===== src/rtl/evcs_pkg.sv =====
// ----------------------------------------------------------------------------
// evcs_pkg
// Types and constants shared by the edge voxel corner stepper and its checker.
// ----------------------------------------------------------------------------
package evcs_pkg;

   // Reset value of the voxel size register.
   localparam logic [7:0] VOXEL_SIZE_RESET = 8'd1;

   // Default bound on the voxel count of one edge.
   localparam int MAX_VOXELS_DEFAULT = 32;

   // One edge: two endpoints in signed Q16.8.
   typedef struct packed {
      logic signed [23:0] start_x;
      logic signed [23:0] start_y;
      logic signed [23:0] start_z;
      logic signed [23:0] end_x;
      logic signed [23:0] end_y;
      logic signed [23:0] end_z;
   } req_type;

   // One snapped voxel corner.
   typedef struct packed {
      logic signed [15:0] corner_x;
      logic signed [15:0] corner_y;
      logic signed [15:0] corner_z;
      logic               last_corner;
   } rsp_type;

endpackage


===== src/rtl/edge_voxel_corner_stepper_unit.sv =====
// ----------------------------------------------------------------------------
// edge_voxel_corner_stepper_unit
// Walks one triangle edge in half-voxel steps and emits snapped voxel corners.
// ----------------------------------------------------------------------------
// An edge is taken only while the unit is idle; it then holds req_stall high
// until the last corner of the edge has been loaded into the output register.
// An edge passes through three multiplies and an accumulate (squared length),
// a square root, the voxel count n (at most MAX_VOXELS_PER_EDGE), a set-up
// step and nine divisions; the square root, the count and the divisions share
// one 52-bit subtractor. Then 2n corners follow (one corner per cycle while
// rsp_stall is low). An edge shorter than one voxel produces no corner and
// returns the unit to idle after the count.
module edge_voxel_corner_stepper_unit
   import evcs_pkg::*;
#(
   parameter int MAX_VOXELS_PER_EDGE = MAX_VOXELS_DEFAULT
) (
   input  logic       clock,
   input  logic       reset,
   input  logic       req_valid,
   output logic       req_stall,
   input  req_type    req_data,
   output logic       rsp_valid,
   input  logic       rsp_stall,
   output rsp_type    rsp_data,
   input  logic       csr_wr_en,
   input  logic [7:0] csr_wr_data
);

   localparam int CW = $clog2(MAX_VOXELS_PER_EDGE + 1);
   localparam int SW = CW + 1;
   localparam int DW = CW + 9;
   localparam logic [CW-1:0] MAX_N = CW'(MAX_VOXELS_PER_EDGE);

   localparam logic [3:0] ST_IDLE  = 4'd0;
   localparam logic [3:0] ST_MUL   = 4'd1;
   localparam logic [3:0] ST_MULL  = 4'd2;
   localparam logic [3:0] ST_SQRT  = 4'd3;
   localparam logic [3:0] ST_CNT   = 4'd4;
   localparam logic [3:0] ST_INIT  = 4'd5;
   localparam logic [3:0] ST_DLOAD = 4'd6;
   localparam logic [3:0] ST_DRUN  = 4'd7;
   localparam logic [3:0] ST_DFIN  = 4'd8;
   localparam logic [3:0] ST_OUT   = 4'd9;

   localparam logic [1:0] KIND_STEP = 2'd0;
   localparam logic [1:0] KIND_BASE = 2'd1;
   localparam logic [1:0] KIND_STEPMOD = 2'd2;

   logic [3:0]         state_ff, state_in;
   logic [7:0]         vs_ff;
   logic [7:0]         vs_eff;
   logic signed [23:0] s_ff [3];
   logic signed [24:0] d_ff [3];
   logic [1:0]         crd_ff, kind_ff;
   logic [49:0]        prod_ff, sum_ff;
   logic signed [49:0] sq_w;
   logic [50:0]        res_ff, bit_ff, res_nx;
   logic [24:0]        acc_ff;
   logic [CW-1:0]      n_ff;
   logic [SW-1:0]      steps, k_ff;
   logic [DW-1:0]      den;
   logic [15:0]        du_ff, dq_ff;
   logic [7:0]         dr_ff, dy_ff;
   logic               dneg_ff;
   logic [3:0]         dcnt_ff;
   logic [15:0]        div_x, div_q;
   logic [7:0]         div_y, div_r;
   logic signed [15:0] q_ff [3];
   logic signed [15:0] qd_ff [3];
   logic [CW-1:0]      rh_ff [3];
   logic [7:0]         m_ff [3];
   logic [7:0]         qdm_ff [3];
   logic [DW-1:0]      r_ff [3];
   logic [DW-1:0]      r_nx [3];
   logic [15:0]        q_nx [3];
   logic [7:0]         m_nx [3];
   logic [15:0]        corner [3];
   logic [51:0]        alu_a, alu_b;
   logic [52:0]        alu_diff;
   logic               alu_ge;
   logic               out_free, last_k;
   logic               rsp_valid_ff;
   rsp_type            rsp_data_ff;

   // Snap a floored coordinate toward zero onto the voxel grid, given its
   // floor remainder m modulo the voxel size.
   function automatic logic [15:0] snap_corner(logic [15:0] q, logic [7:0] m,
                                               logic [7:0] vs);
      logic [16:0] qe;
      logic [16:0] mag;
      logic [16:0] r;
      qe  = {q[15], q};
      mag = q[15] ? (17'd0 - qe) : qe;
      if (mag <= {9'd0, vs}) begin
         r = 17'd0;
      end else if (!q[15]) begin
         r = qe - {9'd0, m};
      end else if (m == 8'd0) begin
         r = qe;
      end else begin
         r = qe - {9'd0, m} + {9'd0, vs};
      end
      return r[15:0];
   endfunction

   assign vs_eff    = (vs_ff == 8'd0) ? 8'd1 : vs_ff;
   assign steps     = {n_ff, 1'b0};
   assign den       = {n_ff, 9'd0};
   assign sq_w      = d_ff[crd_ff] * d_ff[crd_ff];
   assign req_stall = (state_ff != ST_IDLE);
   assign rsp_valid = rsp_valid_ff;
   assign rsp_data  = rsp_data_ff;
   assign out_free  = !rsp_valid_ff || !rsp_stall;
   assign last_k    = (k_ff == steps - SW'(1));

   // Shared subtractor: square root trial, voxel count and division steps.
   always_comb begin
      alu_a = 52'd0;
      alu_b = 52'd0;
      unique case (state_ff)
         ST_SQRT: begin
            alu_a = 52'(sum_ff);
            alu_b = 52'(res_ff) + 52'(bit_ff);
         end
         ST_CNT: begin
            alu_a = 52'(acc_ff);
            alu_b = 52'({vs_eff, 8'd0});
         end
         ST_DRUN: begin
            alu_a = 52'({dr_ff, du_ff[15]});
            alu_b = 52'(dy_ff);
         end
         default: begin
            alu_a = 52'd0;
            alu_b = 52'd0;
         end
      endcase
      alu_diff = {1'b0, alu_a} - {1'b0, alu_b};
      alu_ge   = !alu_diff[52];
   end

   assign res_nx = alu_ge ? ((res_ff >> 1) + bit_ff) : (res_ff >> 1);

   // Dividend and divisor of the current division job.
   always_comb begin
      case (kind_ff)
         KIND_STEP: begin
            div_x = d_ff[crd_ff][24:9];
            div_y = 8'(n_ff);
         end
         KIND_BASE: begin
            div_x = s_ff[crd_ff][23:8];
            div_y = vs_eff;
         end
         KIND_STEPMOD: begin
            div_x = qd_ff[crd_ff];
            div_y = vs_eff;
         end
         default: begin
            div_x = 16'd0;
            div_y = vs_eff;
         end
      endcase
   end

   // Turn the magnitude quotient and remainder into floor form.
   always_comb begin
      if (!dneg_ff) begin
         div_q = dq_ff;
         div_r = dr_ff;
      end else if (dr_ff == 8'd0) begin
         div_q = 16'd0 - dq_ff;
         div_r = 8'd0;
      end else begin
         div_q = ~dq_ff;
         div_r = dy_ff - dr_ff;
      end
   end

   // Corner of the current sample and the step to the next one.
   always_comb begin
      logic [DW:0] r2;
      logic        cy;
      logic [8:0]  m2;
      for (int c = 0; c < 3; c++) begin
         corner[c] = snap_corner(q_ff[c], m_ff[c], vs_eff);
         r2 = {1'b0, r_ff[c]} + {1'b0, rh_ff[c], d_ff[c][8:0]};
         cy = (r2 >= {1'b0, den});
         r_nx[c] = cy ? DW'(r2 - {1'b0, den}) : DW'(r2);
         q_nx[c] = q_ff[c] + qd_ff[c] + 16'(cy);
         m2 = {1'b0, m_ff[c]} + {1'b0, qdm_ff[c]} + 9'(cy);
         m_nx[c] = (m2 >= {1'b0, vs_eff}) ? 8'(m2 - {1'b0, vs_eff}) : m2[7:0];
      end
   end

   // Sequencer.
   always_comb begin
      state_in = state_ff;
      unique case (state_ff)
         ST_IDLE:  if (req_valid) state_in = ST_MUL;
         ST_MUL:   if (crd_ff == 2'd2) state_in = ST_MULL;
         ST_MULL:  state_in = ST_SQRT;
         ST_SQRT:  if (bit_ff == 51'd1) state_in = ST_CNT;
         ST_CNT: begin
            if (n_ff == MAX_N || !alu_ge) begin
               state_in = (n_ff == '0) ? ST_IDLE : ST_INIT;
            end
         end
         ST_INIT:  state_in = ST_DLOAD;
         ST_DLOAD: state_in = ST_DRUN;
         ST_DRUN:  if (dcnt_ff == 4'd15) state_in = ST_DFIN;
         ST_DFIN: begin
            if (crd_ff == 2'd2 && kind_ff == KIND_STEPMOD) state_in = ST_OUT;
            else state_in = ST_DLOAD;
         end
         ST_OUT:   if (out_free && last_k) state_in = ST_IDLE;
         default:  state_in = ST_IDLE;
      endcase
   end

   // Registers.
   always_ff @(posedge clock) begin
      if (reset) begin
         state_ff     <= ST_IDLE;
         vs_ff        <= VOXEL_SIZE_RESET;
         rsp_valid_ff <= 1'b0;
         crd_ff       <= 2'd0;
         kind_ff      <= KIND_STEP;
         n_ff         <= '0;
         k_ff         <= '0;
         dcnt_ff      <= 4'd0;
      end else begin
         state_ff <= state_in;
         if (csr_wr_en) vs_ff <= csr_wr_data;

         // The output register is loaded in the output state and emptied by
         // a transfer.
         if (state_ff == ST_OUT && out_free) rsp_valid_ff <= 1'b1;
         else if (!rsp_stall) rsp_valid_ff <= 1'b0;

         unique case (state_ff)
            ST_IDLE: begin
               if (req_valid) begin
                  s_ff[0] <= req_data.start_x;
                  s_ff[1] <= req_data.start_y;
                  s_ff[2] <= req_data.start_z;
                  d_ff[0] <= {req_data.end_x[23], req_data.end_x}
                           - {req_data.start_x[23], req_data.start_x};
                  d_ff[1] <= {req_data.end_y[23], req_data.end_y}
                           - {req_data.start_y[23], req_data.start_y};
                  d_ff[2] <= {req_data.end_z[23], req_data.end_z}
                           - {req_data.start_z[23], req_data.start_z};
                  crd_ff  <= 2'd0;
                  n_ff    <= '0;
                  sum_ff  <= 50'd0;
               end
            end
            ST_MUL: begin
               prod_ff <= sq_w;
               if (crd_ff != 2'd0) sum_ff <= sum_ff + prod_ff;
               crd_ff <= (crd_ff == 2'd2) ? 2'd0 : crd_ff + 2'd1;
            end
            ST_MULL: begin
               sum_ff <= sum_ff + prod_ff;
               res_ff <= 51'd0;
               bit_ff <= {1'b1, 50'd0};
            end
            ST_SQRT: begin
               if (alu_ge) sum_ff <= alu_diff[49:0];
               res_ff <= res_nx;
               bit_ff <= bit_ff >> 2;
               acc_ff <= res_nx[24:0];
            end
            ST_CNT: begin
               if (!(n_ff == MAX_N || !alu_ge)) begin
                  acc_ff <= alu_diff[24:0];
                  n_ff   <= n_ff + CW'(1);
               end
            end
            ST_INIT: begin
               for (int c = 0; c < 3; c++) begin
                  r_ff[c] <= DW'(s_ff[c][7:0]) * DW'(steps);
                  q_ff[c] <= s_ff[c][23:8];
               end
               k_ff    <= '0;
               kind_ff <= KIND_STEP;
               crd_ff  <= 2'd0;
            end
            ST_DLOAD: begin
               dneg_ff <= div_x[15];
               du_ff   <= div_x[15] ? (16'd0 - div_x) : div_x;
               dy_ff   <= div_y;
               dr_ff   <= 8'd0;
               dq_ff   <= 16'd0;
               dcnt_ff <= 4'd0;
            end
            ST_DRUN: begin
               dr_ff   <= alu_ge ? alu_diff[7:0] : alu_a[7:0];
               du_ff   <= du_ff << 1;
               dq_ff   <= {dq_ff[14:0], alu_ge};
               dcnt_ff <= dcnt_ff + 4'd1;
            end
            ST_DFIN: begin
               case (kind_ff)
                  KIND_STEP: begin
                     qd_ff[crd_ff] <= div_q;
                     rh_ff[crd_ff] <= CW'(div_r);
                  end
                  KIND_BASE:    m_ff[crd_ff]   <= div_r;
                  KIND_STEPMOD: qdm_ff[crd_ff] <= div_r;
                  default:      qdm_ff[crd_ff] <= div_r;
               endcase
               if (crd_ff == 2'd2) begin
                  crd_ff  <= 2'd0;
                  kind_ff <= kind_ff + 2'd1;
               end else begin
                  crd_ff <= crd_ff + 2'd1;
               end
            end
            ST_OUT: begin
               if (out_free) begin
                  rsp_data_ff.corner_x    <= corner[0];
                  rsp_data_ff.corner_y    <= corner[1];
                  rsp_data_ff.corner_z    <= corner[2];
                  rsp_data_ff.last_corner <= last_k;
                  for (int c = 0; c < 3; c++) begin
                     r_ff[c] <= r_nx[c];
                     q_ff[c] <= q_nx[c];
                     m_ff[c] <= m_nx[c];
                  end
                  k_ff <= k_ff + SW'(1);
               end
            end
            default: begin
               crd_ff <= 2'd0;
            end
         endcase
      end
   end

endmodule


===== config.mk =====
export PLATFORM = sky130hd
export DESIGN_NAME = edge_voxel_corner_stepper_unit
export DESIGN_NICKNAME = d
export VERILOG_FILES = /design/src/rtl/evcs_pkg.sv /design/src/rtl/edge_voxel_corner_stepper_unit.sv
export SDC_FILE = /design/constraint.sdc
export NUM_CORES = 2
export LEC_CHECK = 0
export BUFFER_PORTS_ARGS = -buffer_cell sky130_fd_sc_hd__buf_2
export CORE_ASPECT_RATIO = 0.8
export CORE_MARGIN = 4
export CORE_UTILIZATION = 40
export CTS_CLUSTER_DIAMETER = 60
export DETAILED_ROUTE_END_ITERATION = 6
export SLEW_MARGIN = 20
export SYNTH_ARGS = -nofsm -noshare
export SYNTH_HDL_FRONTEND = slang
export SYNTH_SLANG_ARGS = --single-unit

===== constraint.sdc =====
create_clock -name clock -period 11.08 [get_ports clock]
set_input_delay 1.108 -clock clock [delete_from_list [all_inputs] [get_ports clock]]
set_output_delay 1.108 -clock clock [all_outputs]
set_load 0.03 [all_outputs]

==> metrics.txt <==
Worst Hold Path Cells=2; Die Footprint=198000 um2; layout cells sized above 1=6.77%; # hold bufs at CTS=0; worst r2r path cells=26; Synth Flop Type=edfxtp_1; register area share after synthesis=27.3%; die width=496 um; synth-to-layout area growth=9.21%; vias in the first global route=60400; I/O pin cnt=208; Async S/R FF share, synth=0%; post-synth cell types=105; largest cells by area after synthesis=edfxtp_1, fa_1, ha_1; Setup Buffers After CTS=0; Clock Skew=0.0555 ns; Starting Density=40.2%; DRC=3; Iteration-0 DRC Markers=6020; worst-path fanout max=26; mean post-synth cell area=9.43 um2; CP delay by family, top=adder cells; #FFs+latches synth=705; Rows=143; RD Place Congestion=0.949; Synthesized Nets=9626; status=finished with violations; first-pass GRT wire length=364000 um; Max stage delay on crit path=1.05 ns; Final Hold Viols=0; post-route setup TNS=0 ns; HP Class=register to register; R2R Path End=prod_ff[49]; Syn. warnings=0; WP data required=11.50 ns; HPWL Detailed=188000 um; Clock Latency Late Sink=0.74 ns; clock sinks=705; setup slack, reg-to-reg=1.39 ns; number of synthesized flops with an enable pin=669; cts repair resizes=0; Final #Nets=9748; htree depth=3; Slowest-stage cell, CP=clkinv_1; actual slew at the worst max-slew pin=1.13 ns; Final setup viols=0; Final ANT Viol Nets=0; area share of the largest cell type after synthesis=26.4%; router iterations before antenna repair=7; failing checks=DRC; post-synth top area cell=edfxtp_1; crit-path most repeated cell=fa_1; most frequent cell after synthesis=inv_1; core area=190000 um2; Root Buffer=clkbuf_16; GRT Util Overall=23.9%; crit end category=register; largest net degree at the start of global routing=148; Clock Tree Buf Depth=3; max-cap violations=0; top cells by count, synth=inv_1, nand2_1, fa_1; Cell Area, Synth=76200 um2; max_slew headroom=24.7%; Final min period=9.69 ns; Slew Limit Fails=0; Hold Path Sink=dcnt_ff[1]; TritonCTS clock tree=done; total wire length=237000 um; wire per inst=21.9 um; crit path DAT=10.11 ns; GRT overflow=0; RSZ-0062 raised after global routing=false; Critical Path Source Type=register; Synth Instances=8081; die span in y=398 um; fin crit share=87.4%; CTS buffer count=87; clock transition at the registers of the reported paths=0.06 ns; via count=60500; DR vias/cell=5.59; CP Buf/Inv Count=6; Port Buffers=207; Fmax=0.103 GHz; initial antenna violation count=18; Hold Path Origin=dcnt_ff[1]; type of the worst setup path=register to register
-- cell type report --
| cell class | instances | area, um2 |
|---|---|---|
| Sequential cell | 705 | 20800 |
| Inverter | 1111 | 4170 |
| Clock inverter | 59 | 658 |
| Timing Repair Buffer | 300 | 1750 |
| Antenna cell | 9 | 22.5 |
| Multi-Input combinational cell | 5998 | 50300 |
| Clock buffer | 99 | 2300 |
| Tap cell | 2537 | 3170 |
| Fill cell | 18300 | 106000 |
-- per-stage QoR --
stage                     worst slack [ns]  instance area (um2)  utilization [%]  std cells  hold slack [ns]
after floorplan                       2.28                76200                -       8081            0.449
after CTS                             1.46                83200             43.9      10800            0.475
after global placement                1.57                80200             42.3      10700            0.460
after global routing                 0.817                83200             43.9      10800            0.508
final                                 1.39                83200             43.9      10800            0.473
after detailed placement              1.51                80300             42.3      10700            0.467
-- sequential cells by signal, indices dropped and copies added (netlist names), 4 cells and up, named ones only --
signal and count:
state_ff 4, dcnt_ff 4, r_ff 45, rh_ff 18, m_ff 24, d_ff 75
res_ff 51, du_ff 16, q_ff 48, n_ff 6, bit_ff 26, prod_ff 49
sum_ff 50, vs_ff 8, s_ff 72, dq_ff 16, rsp_data 49, dr_ff 8
acc_ff 25, qdm_ff 24, qd_ff 64, dy_ff 8, k_ff 7
-- per-layer routing --
metal	vias to the layer above	wire, um	global-route usage, %
met5	-	21	0
li1	27900	-	-
met1	30000	108000	34.9
met2	2306	101000	35.7
met3	317	22400	5.47
met4	4	5660	5.83
-- cell families (layout without fill, tap and decap cells) --
logic type                 Yosys count  count (layout)  synth area share [%]
buffers and inverters             1378            1569                  6.84
adders and majority gates         1388            1388                  29.8
DFF                                705             705                  27.3
and+or+nand+nor                   2229            2229                  13.4
AOI/OAI and AO/OA                 1670            1670                  14.0
other                                0               9                     0
muxes                              144             144                  2.12
xor gates and xnor gates           567             567                  6.52
-- cell usage in the layout (no fill, tap or decap), types with 180 or more instances in the layout --
cell type / instances
buf_2: 207
nor2_1: 621
ha_1: 675
xnor2_1: 387
inv_1: 1101
fa_1: 713
o21ai_0: 366
xor2_1: 180
edfxtp_1: 669
nand2_1: 814
a21oi_1: 459
-- worst max path at each step --
stage | from | end | cells after the start
floorplan | register | prod_ff[46] | 36
global placement | register | prod_ff[49] | 28
detailed placement | register | prod_ff[49] | 28
CTS | register | prod_ff[49] | 28
global route | register | prod_ff[49] | 28
finish | register | prod_ff[49] | 26
-- worst min-delay path, stage by stage, from the launching register on --
cell and delay (ns):
dfxtp_1 0.32, nand2_1 0.06, a21oi_1 0.05
Power is not shown: default switching activity piles up to over one toggle a cycle in this logic, so the estimate is an artifact.
